===== config.mk =====
export PLATFORM = sky130hd
export DESIGN_NAME = sce_alu
export DESIGN_NICKNAME = d
export VERILOG_FILES = /design/src/stack_calculator_engine_defines.svh /design/src/sce_pkg.sv /design/src/sce_alu.sv
export SDC_FILE = /design/constraint.sdc
export NUM_CORES = 1
export LEC_CHECK = 0
export ABC_CLOCK_PERIOD_IN_PS = 5920
export BUFFER_PORTS_ARGS = -buffer_cell sky130_fd_sc_hd__buf_2
export CAP_MARGIN = 20
export CORE_MARGIN = 10
export CORE_UTILIZATION = 45
export DETAILED_ROUTE_END_ITERATION = 8
export GPL_TIMING_DRIVEN = 0
export HOLD_SLACK_MARGIN = 0.12
export PLACE_DENSITY = 0.71
export SETUP_SLACK_MARGIN = 0.02
export SLEW_MARGIN = 20
export SYNTH_ARGS = -nofsm -noshare
export SYNTH_HDL_FRONTEND = slang
export SYNTH_SLANG_ARGS = --single-unit

===== constraint.sdc =====
create_clock -name aclk -period 5.92 [get_ports aclk]
set_input_delay 1.184 -clock aclk [delete_from_list [all_inputs] [get_ports aclk]]
set_output_delay 1.184 -clock aclk [all_outputs]
set_load 0.01 [all_outputs]

===== src/stack_calculator_engine_defines.svh =====
// shared assertion macros for the stack calculator engine
`ifndef STACK_CALCULATOR_ENGINE_DEFINES_SVH
`define STACK_CALCULATOR_ENGINE_DEFINES_SVH

// implication checked on every rising clock edge outside reset
`define SCE_ASSERT_IMPL(lbl, clk, rstn, ante, cons, msg) \
    lbl: assert property (@(posedge clk) disable iff (!(rstn)) (ante) |-> (cons)) \
        else $error(msg);

// invariant checked on every rising clock edge outside reset
`define SCE_ASSERT_ALWAYS(lbl, clk, rstn, cond, msg) \
    lbl: assert property (@(posedge clk) disable iff (!(rstn)) (cond)) \
        else $error(msg);

`endif


===== src/sce_pkg.sv =====
package sce_pkg;

    localparam int WORD_W        = 32;
    localparam int OP_W          = 3;
    localparam int STATUS_W      = 3;
    localparam int DEPTH_W       = 9;
    localparam int S_TDATA_W     = 40;
    localparam int M_TDATA_W     = 48;
    localparam int STACK_DEPTH_D = 256;

    typedef enum logic [OP_W-1:0] {
        OP_PUSH = 3'd0,
        OP_POP  = 3'd1,
        OP_ADD  = 3'd2,
        OP_SUB  = 3'd3,
        OP_DIV  = 3'd4,
        OP_MULT = 3'd5,
        OP_OUT  = 3'd6
    } op_t;

    typedef enum logic [STATUS_W-1:0] {
        ST_OK      = 3'd0,
        ST_FEW     = 3'd1,
        ST_FULL    = 3'd2,
        ST_NEGPUSH = 3'd3,
        ST_NEGDIFF = 3'd4,
        ST_DIVZERO = 3'd5
    } status_t;

    typedef enum logic [1:0] {
        ALU_ADD,
        ALU_SUB,
        ALU_MUL,
        ALU_DIV
    } alu_op_t;

    typedef struct packed {
        logic    start;
        alu_op_t op;
    } alu_ctrl_t;

endpackage


===== src/sce_alu.sv =====
module sce_alu import sce_pkg::*; (
    input  logic              aclk,
    input  logic              aresetn,
    input  alu_ctrl_t         ctrl,
    input  logic [WORD_W-1:0] a_in,
    input  logic [WORD_W-1:0] b_in,
    output logic              done,
    output logic [WORD_W-1:0] result
);

    localparam int CNT_W = $clog2(WORD_W);
    localparam logic [CNT_W-1:0] CNT_LAST = CNT_W'(WORD_W - 1);

    typedef enum logic [1:0] {
        P_IDLE,
        P_ADDSUB,
        P_ITER,
        P_FIX
    } phase_t;

    phase_t            phase_reg, phase_next;
    alu_op_t           op_reg, op_next;
    logic [WORD_W-1:0] acc_reg, acc_next;
    logic [WORD_W-1:0] quo_reg, quo_next;
    logic [WORD_W-1:0] mcand_reg, mcand_next;
    logic [CNT_W-1:0]  cnt_reg, cnt_next;
    logic              neg_reg, neg_next;
    logic              done_reg, done_next;
    logic [WORD_W-1:0] res_reg, res_next;

    logic [WORD_W-1:0] add_x, add_y, shifted;
    logic              add_cin;
    logic [WORD_W:0]   sum;

    assign shifted = {acc_reg[WORD_W-2:0], quo_reg[WORD_W-1]};
    assign sum     = {1'b0, add_x} + {1'b0, add_y} + {{WORD_W{1'b0}}, add_cin};

    // the one shared adder: add, subtract, shift-add multiply, restoring divide and its sign fix
    always_comb begin
        add_x   = acc_reg;
        add_y   = '0;
        add_cin = 1'b0;
        case (phase_reg)
            P_ADDSUB: begin
                add_x   = mcand_reg;
                add_y   = (op_reg == ALU_SUB) ? ~quo_reg : quo_reg;
                add_cin = (op_reg == ALU_SUB);
            end
            P_ITER: begin
                if (op_reg == ALU_DIV) begin
                    add_x   = shifted;
                    add_y   = ~mcand_reg;
                    add_cin = 1'b1;
                end else begin
                    add_x = acc_reg;
                    add_y = quo_reg[0] ? mcand_reg : '0;
                end
            end
            P_FIX: begin
                add_x   = '0;
                add_y   = ~quo_reg;
                add_cin = 1'b1;
            end
            default: ;
        endcase
    end

    always_comb begin
        phase_next = phase_reg;
        op_next    = op_reg;
        acc_next   = acc_reg;
        quo_next   = quo_reg;
        mcand_next = mcand_reg;
        cnt_next   = cnt_reg;
        neg_next   = neg_reg;
        res_next   = res_reg;
        done_next  = 1'b0;
        case (phase_reg)
            P_IDLE: begin
                if (ctrl.start) begin
                    op_next  = ctrl.op;
                    cnt_next = '0;
                    acc_next = '0;
                    case (ctrl.op)
                        ALU_ADD, ALU_SUB: begin
                            mcand_next = a_in;
                            quo_next   = b_in;
                            phase_next = P_ADDSUB;
                        end
                        ALU_MUL: begin
                            mcand_next = a_in;
                            quo_next   = b_in;
                            phase_next = P_ITER;
                        end
                        default: begin
                            // divide on magnitudes, sign fixed at the end
                            quo_next   = a_in[WORD_W-1] ? (~a_in + 1'b1) : a_in;
                            mcand_next = b_in[WORD_W-1] ? (~b_in + 1'b1) : b_in;
                            neg_next   = a_in[WORD_W-1] ^ b_in[WORD_W-1];
                            phase_next = P_ITER;
                        end
                    endcase
                end
            end
            P_ADDSUB: begin
                res_next   = sum[WORD_W-1:0];
                done_next  = 1'b1;
                phase_next = P_IDLE;
            end
            P_ITER: begin
                cnt_next = cnt_reg + 1'b1;
                if (op_reg == ALU_DIV) begin
                    acc_next = sum[WORD_W] ? sum[WORD_W-1:0] : shifted;
                    quo_next = {quo_reg[WORD_W-2:0], sum[WORD_W]};
                    if (cnt_reg == CNT_LAST) begin
                        if (neg_reg) begin
                            phase_next = P_FIX;
                        end else begin
                            res_next   = {quo_reg[WORD_W-2:0], sum[WORD_W]};
                            done_next  = 1'b1;
                            phase_next = P_IDLE;
                        end
                    end
                end else begin
                    acc_next   = sum[WORD_W-1:0];
                    mcand_next = {mcand_reg[WORD_W-2:0], 1'b0};
                    quo_next   = {1'b0, quo_reg[WORD_W-1:1]};
                    if (cnt_reg == CNT_LAST) begin
                        res_next   = sum[WORD_W-1:0];
                        done_next  = 1'b1;
                        phase_next = P_IDLE;
                    end
                end
            end
            P_FIX: begin
                res_next   = sum[WORD_W-1:0];
                done_next  = 1'b1;
                phase_next = P_IDLE;
            end
            default: phase_next = P_IDLE;
        endcase
    end

    always_ff @(posedge aclk) begin
        if (!aresetn) begin
            phase_reg <= P_IDLE;
            done_reg  <= 1'b0;
        end else begin
            phase_reg <= phase_next;
            done_reg  <= done_next;
        end
        op_reg    <= op_next;
        acc_reg   <= acc_next;
        quo_reg   <= quo_next;
        mcand_reg <= mcand_next;
        cnt_reg   <= cnt_next;
        neg_reg   <= neg_next;
        res_reg   <= res_next;
    end

    assign done   = done_reg;
    assign result = res_reg;

endmodule


==> results.txt, run 1 <==
The reg2reg setup slack is 310 ps. The post-layout instance area came out at 12780 um^2. The combined global-route utilization of all metal layers came out at 23.32%. The number of max-slew violations in the final report was 0. Following the worst setup path forward leads to its endpoint at acc_reg[15]. The clock tree from TritonCTS is built. The synthesized netlist net count is 1339.

For this run, global-route usage on met3 was measured as 3.655%. The fraction of final layout cells with drive strength greater than 1 is 13.38%. The startpoint identified for the worst hold timing path is neg_reg.

After synthesis, flip-flops and latches occupy 37.04% of the total area. The largest single stage delay on the critical path is 650 ps. The first-pass GRT wire length is 58040 um. The maximum fanout encountered on the critical timing path is 10. The count of instances resized after the clock tree is built is 0.

The slowest cell on the critical path is sky130_fd_sc_hd__a21oi_1. Before antenna repair, the detailed router went through 7 iterations. The sequential standard cell area came out at 4144 um^2. In the synthesized netlist, the number of instances is 1233. The core region is 24390 um^2. A synthesized cell averages 9.073 um^2. The final RePlAce weighted congestion came out at 0.9625. The net count of the finished layout is 1461. The pin count of the biggest net entering global routing is 28. The number of buffers on the longest clock path is 2.

CTS built an H-tree with a depth of 4. The total chip power is 3.484 mW. sky130_fd_sc_hd__edfxtp_1 takes more of the synthesized area than any other cell. Setup repair after global routing left no endpoint under its margin.

The remaining global-route overflow is 0. The total of max-cap violations is 0. During placement, the flow inserted port buffers numbering 99. The number of fillers in the final layout is 2320. The count of hold-fix buffers inserted at cts came out at 0. The warning count from the yosys run is 0. For this run, global-route usage on met1 was measured as 31.90%. STA classifies the critical path startpoint as a flop. The leading cell type in the layout, fill and taps excluded is sky130_fd_sc_hd__nand2_1. The register bit count reported by yosys is 139. The start point of the critical path is op_reg[0].

The critical path arrival came out at 5770 ps. The number of hold violations in the final report came out at 0. The final wirelength came out at 37300 um. The net switching power figure is 1.243 mW. The final antenna diode count is 0. The final critical path takes up 94.69% of the cycle. In this run the critical register-to-register path is launched from op_reg[0]. The routed design could run at a clock period as short as 5605 ps. In the layout the commonest cells are 146 x sky130_fd_sc_hd__nand2_1, 136 x sky130_fd_sc_hd__edfxtp_1, 105 x sky130_fd_sc_hd__nor2_1, 103 x sky130_fd_sc_hd__buf_2. The setup violation total in the final timing report came out at 0.

The worst ir drop on vdd came out at 0.1857 mV. 102 I/O pins were placed. The width of the die is 177.7 um. The logic depth of the worst register-to-register path is 16. At the pin with the least slew margin, the transition time is 1083 ps. met2 is the most crowded layer. The fraction of met2 tracks used by global routing is 36.20%. For this run, asynchronously set or reset flops after synthesis account for 0%. Once the floorplan was initialized, standard cells occupied 45.87% of the core.

The worst setup path is captured at a flop. The insertion delay to the later sink of the worst-skew pair is 450 ps. The die covers 31570 um^2. The via count of the first global-routing pass came to 10.25k. By area the synthesized netlist is led by sky130_fd_sc_hd__edfxtp_1 37%, sky130_fd_sc_hd__xor2_1 6.3%, sky130_fd_sc_hd__mux2i_1 5.7%. Counting flops with a built-in enable in the synthesized netlist gives 136. The count of clock tree sinks came out at 139. The number of antenna violations at the first check in global routing is 0.

The category of the most critical setup path is reg -> reg. The clock power share is 30.4%. The leakage power figure is 4.793 nW. The fraction of power spent switching nets came out at 35.68%.

The total power density per cell area came out at 272.7 nW/um^2. The detailed-route via count is 10.58k. The portion of total power attributed to sequential cells came out at 39.2%. The residual DRC count is 0.

The mapped netlist covers 11190 um^2. The required arrival time at the worst endpoint came out at 6090 ps. The fraction of post-synthesis cell area in the top cell type by area is 36.51%.

The first routing iteration left 1296 violations. Measured against its own limit, the worst slew margin works out to 27.22%. In the final layout, the multi-input gates occupy 6643 um^2. The CTS root buffer is sky130_fd_sc_hd__clkbuf_16.

The netlist uses 62 different library cells. Combinational cells account for 30.4% of the total power. Walking the worst path, the cells encountered are a21oi_1 -> clkbuf_2 -> xor2_1 -> o21ai_0 -> fa_1 -> fa_1 -> a211oi_1 -> o211ai_1 -> a31oi_1 -> nand4_1 -> a21oi_1 -> nor2_1 -> buf_2 -> buf_2 -> mux2i_1 -> nor2_1. Detailed placement finished with a half-perimeter wire length of 29070 um. The type of the most critical hold path is reg -> reg.

The number of buffers added by the clock tree synthesis step came out at 17. The internal power is 2.241 mW. The number of post-CTS setup repair buffers came out at 0.

The endpoint of the lowest-slack register-to-register path is acc_reg[15]. The detail route stage leaves a number of antenna-violating nets equal to 0. The overall die height is 177.7 um. The via-per-instance ratio is 6.254.

The worst-case clock skew is 15.48 ps. The run finished with clean final reports. The signed area change from the synthesized netlist to the final layout is 14.20%. For this run, the leading register cell type out of synthesis is sky130_fd_sc_hd__edfxtp_1. The final routed wire length divided by cell count is 22.04 um. Summing all placed instances gives a cell area of 12200 um^2. The clock-pin slew on the worst setup and hold paths is 60 ps. The floorplan has 57 rows. The highest clock frequency the design can meet came out at 0.1784 GHz.
cell usage after synthesis (12+ instances only):
master,number
sky130_fd_sc_hd__o31ai_1,16
sky130_fd_sc_hd__nand4_1,12
sky130_fd_sc_hd__xor2_1,80
sky130_fd_sc_hd__a22oi_1,40
sky130_fd_sc_hd__nand2_1,147
sky130_fd_sc_hd__edfxtp_1,136
sky130_fd_sc_hd__nor3_1,14
sky130_fd_sc_hd__inv_1,22
sky130_fd_sc_hd__mux2i_1,64
sky130_fd_sc_hd__o22ai_1,34
sky130_fd_sc_hd__o21ai_0,80
sky130_fd_sc_hd__a31oi_1,25
sky130_fd_sc_hd__ha_1,35
sky130_fd_sc_hd__o221ai_1,31
sky130_fd_sc_hd__a211oi_1,14
sky130_fd_sc_hd__a21o_1,14
sky130_fd_sc_hd__nor2_1,107
sky130_fd_sc_hd__clkbuf_1,67
sky130_fd_sc_hd__xnor2_1,35
sky130_fd_sc_hd__or3_1,14
sky130_fd_sc_hd__mux2_2,24
sky130_fd_sc_hd__nand3_1,13
sky130_fd_sc_hd__a21oi_1,80
how the worst min path moves through the flow:
stage          slack, ps            to  cells past startpoint
2_1_floorplan        540  phase_reg[0]                      2
3_3_place_gp         590    cnt_reg[3]                      2
3_5_place_dp         580  phase_reg[0]                      2
4_1_cts              600  phase_reg[0]                      2
5_1_grt              630  phase_reg[0]                      2
6_report             600  phase_reg[0]                      2
metal layers:
layer | vias up | wire, um
li1 | 4949 | -
met3 | 67 | 3707
met2 | 591 | 16580
met5 | - | 0
met4 | 0 | 1044
met1 | 4975 | 15970
final cells by class:
type,count,area share [%]
multi-input combinational,989,51.99
sequential,139,32.44
timing repair buffer,103,4.622
clock buffer,18,3.359
tap,324,3.173
buffer,83,2.732
clock inverter,14,1.038
inverter,22,0.6464
through the flow:
step | worst slack (ps) | instances | hold WS [ps] | TNS (ps) | util, %
2_1_floorplan | 1316 | 1233 | 542.5 | 0 | -
3_3_place_gp | -469.5 | 1656 | 587.3 | -32030 | 49.56
3_5_place_dp | 120.7 | 1660 | 582.3 | 0 | 50.04
4_1_cts | 48.50 | 1692 | 596.5 | 0 | 52.34
5_1_grt | 110.5 | 1692 | 631.3 | 0 | 52.38
6_report | 314.5 | 1692 | 602.2 | 0 | 52.38
logic make-up (layout without fill, tap and decap cells):
kind of cell,count (synthesis),after routing,synth area share [%]
DFF,139,139,37.04
AOI/OAI and AO/OA,390,390,22.97
muxes,88,88,8.142
xor gates and xnor gates,115,115,9.003
adders and majority gates,37,37,4.272
and+or+nand+nor,359,359,14.72
buffers and inverters,105,240,3.848
power by group through the flow:
stage	sequential [mW]	clock (mW)	combinational, mW
after floorplan	1.33	0	0.734
after global placement	1.38	0	0.997
after detailed placement	1.38	0	1.03
after CTS	1.36	1.06	1.04
after global routing	1.37	1.10	1.16
final	1.37	1.06	1.06
critical path: cells and delay by family (launching register included):
family                   cells  cell delay (ps)
AND/OR/NAND/NOR              3              380
multiplexers                 1              180
flip-flops                   1              400
buffers and inverters        3              970
adder cells (fa/ha/maj)      2              940
AO/OA/AOI/OAI                6             2240
XOR/XNOR                     1              200
(Power assumes the default switching activity.)
==> run 2: changes to the inputs <==
- CORE_MARGIN: 10 -> 2
- PLACE_DENSITY: 0.71 -> not set
- PLACE_DENSITY_LB_ADDON: not set -> 0.15
==> run 2 against run 1 <==
  * Power is 1.3% higher
  * Clock skew down 0.62 ps
  * Setup slack improved by 120 ps
  * Register-to-register slack improved by 120 ps
  * Sequential power barely moved
  * Clock-buffer cell count fell by 1
  * Clock power grew 4%
  * Critical path type unchanged
  * Critical endpoint is now acc_reg[10]
==> results.txt, run 2 (synthesis gave the netlist of run 1 again) <==
Run status: complete, no violations (unchanged). The endpoint of the lowest-slack register-to-register path is acc_reg[10] (was acc_reg[15]). The post-layout utilization of the core is 52.57% (was 52.38%). The endpoint class of the critical path was a flop (unchanged). The residual DRC count came to 0 (unchanged). The number of standard cells in the layout, taps in and fillers out is 1693 (was 1692).

The start of the worst register-to-register path is op_reg[1] (was op_reg[0]). The final setup TNS is 0 ps (unchanged). The number of max-slew violations in the final report is 0 (unchanged). Ordered list of cells on the worst path: nand2_1 -> clkbuf_1 -> nor2_1 -> clkbuf_1 -> a22oi_1 -> o22ai_1 -> fa_1 -> fa_1 -> a211oi_1 -> o211ai_1 -> a31oi_2 -> nand4_1 -> a21oi_1 -> nor2_1 -> buf_2 -> buf_2 -> mux2i_1 -> nor2_1 (was a21oi_1 -> clkbuf_2 -> xor2_1 -> o21ai_0 -> fa_1 -> fa_1 -> a211oi_1 -> o211ai_1 -> a31oi_1 -> nand4_1 -> a21oi_1 -> nor2_1 -> buf_2 -> buf_2 -> mux2i_1 -> nor2_1).

The combined global-route utilization of all metal layers is 28.92% (was 23.32%). Unrepaired setup endpoints after global routing: false (unchanged). The required arrival time at the worst endpoint came out at 6090 ps (about the same). The number of buffers added by the clock tree synthesis step is 17 (unchanged). The total power density per cell area is 275.1 nW/um^2 (was 272.7 nW/um^2).

The cell total after placement came out at 1661 (was 1660). The final RePlAce weighted congestion is 0.9160 (was 0.9625). The count of hold-fix buffers inserted at cts was 0 (unchanged). The category of the most critical setup path is reg -> reg (unchanged). The leading cell type in the layout, fill and taps excluded is sky130_fd_sc_hd__nand2_1 (unchanged). The clock tree from TritonCTS is built (unchanged).

The kind of cell adding the most delay to the critical path is compound AO/OA/AOI/OAI gates (unchanged). The count of instances resized after the clock tree is built came to 0 (unchanged). The detailed placement HPWL came to 29230 um (was 29070 um).

The final wirelength came out at 37640 um (was 37300 um). The start point of the critical path is op_reg[1] (was op_reg[0]). The die footprint came out at 26140 um^2 (was 31570 um^2). The total chip power was 3.527 mW (was 3.484 mW). The number of rows in the core area is 57 (unchanged).

The biggest cell delay along the critical path is 500 ps (was 650 ps). The worst ir drop on vdd was 0.1365 mV (was 0.1857 mV). The core area is 24390 um^2 (unchanged). The count of input and output buffers was 99 (unchanged).

The reg2reg setup slack came to 440 ps (was 310 ps). The number of H-tree branching levels came out at 4 (unchanged). The via-per-instance ratio is 6.194 (was 6.254).

The number of iterations in the first detailed-routing pass is 7 (unchanged). The detailed-route via count is 10.49k (was 10.58k). The CTS root buffer is sky130_fd_sc_hd__clkbuf_16 (unchanged).

The I/O pin total was 102 (unchanged). The number of post-CTS setup repair buffers is 0 (unchanged). The number of hold violations in the final report came out at 0 (unchanged). The net count of the finished layout is 1462 (was 1461).

The final antenna diode count is 0 (unchanged). The pin slew with the least headroom to its limit is 1041 ps (was 1083 ps). The final critical delay including setup and external delays was 5482 ps (was 5605 ps). The via count of the first global-routing pass is 10.08k (was 10.25k).

The logic depth of the worst register-to-register path is 18 (was 16). The width of the die came out at 161.7 um (was 177.7 um). The remaining global-route overflow came out at 0 (unchanged). The initial core utilization came out at 45.87% (unchanged). The critical path startpoint category is a flop (unchanged).

The slowest cell on the critical path is sky130_fd_sc_hd__fa_1 (was sky130_fd_sc_hd__a21oi_1). The number of DRC markers after the initial detailed-route iteration came out at 1141 (was 1296). The final routed wire length divided by cell count came out at 22.23 um (was 22.04 um). The total of max-cap violations is 0 (unchanged). The capture point of the worst path is acc_reg[10] (was acc_reg[15]).

The total buffers and inverters traversed by the critical path came out at 4 (was 3). The remaining antenna violation count after routing is 0 (unchanged). The insertion delay to the later sink of the worst-skew pair came out at 450 ps (about the same). The first-pass GRT wire length came to 58220 um (was 58040 um). The maximum fanout encountered on the critical timing path came out at 10 (unchanged). The pin count of the biggest net entering global routing is 27 (was 28).

The leakage power figure was 4.816 nW (was 4.793 nW). The cell seen most often among critical-path stages is sky130_fd_sc_hd__nor2_1. The fraction of final layout cells with drive strength greater than 1 came out at 13.59% (was 13.38%). The count of cell instances traversed by the critical path came to 18 (was 16). The worst hold slack after final layout came out at 592.6 ps (was 602.2 ps). The count of clock tree sinks came out at 139 (unchanged).

The number of buffers on the longest clock path was 2 (unchanged). The highest clock frequency the design can meet came to 0.1824 GHz (was 0.1784 GHz). The number of antenna violations at the first check in global routing is 0 (unchanged).

The setup violation total in the final timing report came out at 0 (unchanged). The overall die height is 161.7 um (was 177.7 um). The critical path arrival came out at 5660 ps (was 5770 ps).

The clock-pin slew on the worst setup and hold paths is 70 ps (was 60 ps). The post-route clock period utilization was 92.61% (was 94.69%). The worst-case clock skew is 14.86 ps (was 15.48 ps). The signed area change from the synthesized netlist to the final layout came out at 14.62% (was 14.20%). The headroom to the max-slew limit came to 30.10% (was 27.22%). The type of the most critical hold path is reg -> reg (unchanged).

Most used cells in the layout excluding fill and tap cells: 146 x sky130_fd_sc_hd__nand2_1, 136 x sky130_fd_sc_hd__edfxtp_1, 105 x sky130_fd_sc_hd__nor2_1, 103 x sky130_fd_sc_hd__buf_2 (unchanged).
[run 2: cell type report]
| type | instances | area (um^2) |
|---|---|---|
| Buffer | 83 | 349.1 |
| Clock buffer | 17 | 425.4 |
| Clock inverter | 15 | 156.4 |
| Fill cell | 2317 | 11570 |
| Inverter | 22 | 82.58 |
| Multi-Input combinational cell | 989 | 6649 |
| Sequential cell | 139 | 4144 |
| Tap cell | 324 | 405.4 |
| Timing Repair Buffer | 104 | 610.6 |
[run 2: worst min-delay path by stage]
| stage | from | end | slack (ps) | cells past startpoint |
|---|---|---|---|---|
| after floorplan | neg_reg | phase_reg[0] | 540 | 2 |
| after global placement | neg_reg | phase_reg[0] | 580 | 2 |
| after detailed placement | neg_reg | phase_reg[0] | 590 | 2 |
| after CTS | neg_reg | phase_reg[0] | 600 | 2 |
| after global routing | neg_reg | phase_reg[0] | 630 | 2 |
| final | neg_reg | phase_reg[0] | 590 | 2 |
[run 2: through the flow]
| step | setup slack (ps) | area, um^2 |
|---|---|---|
| after detailed placement | 206.4 | 12230 |
| after global routing | 50.21 | 12820 |
| final | 437.7 | 12820 |
| after global placement | -608.0 | 12090 |
| after CTS | 168.3 | 12810 |
| after floorplan | 1316 | 11190 |
[run 2: where the power goes]
group          switching [mW]  internal (mW)  leakage, nW
Clock                   0.503          0.596        0.284
Sequential              0.134           1.23         1.36
Combinational           0.639          0.422         3.17
[run 2: worst min-delay path: stages (launching register included)]
cell and delay [ps]:
sky130_fd_sc_hd__edfxtp_1 380, sky130_fd_sc_hd__nand4_1 110, sky130_fd_sc_hd__a21oi_1 60
[run 2: layer usage]
metal / vias up / wire length (um) / global-route usage (%) / share of wire [%]
met5: - / 0 / 0 / 0
met4: 0 / 728 / 7.965 / 1.9
met3: 50 / 3219 / 3.779 / 8.6
met2: 536 / 16890 / 45.61 / 45
met1: 4957 / 16800 / 41.97 / 45
li1: 4944 / - / - / -
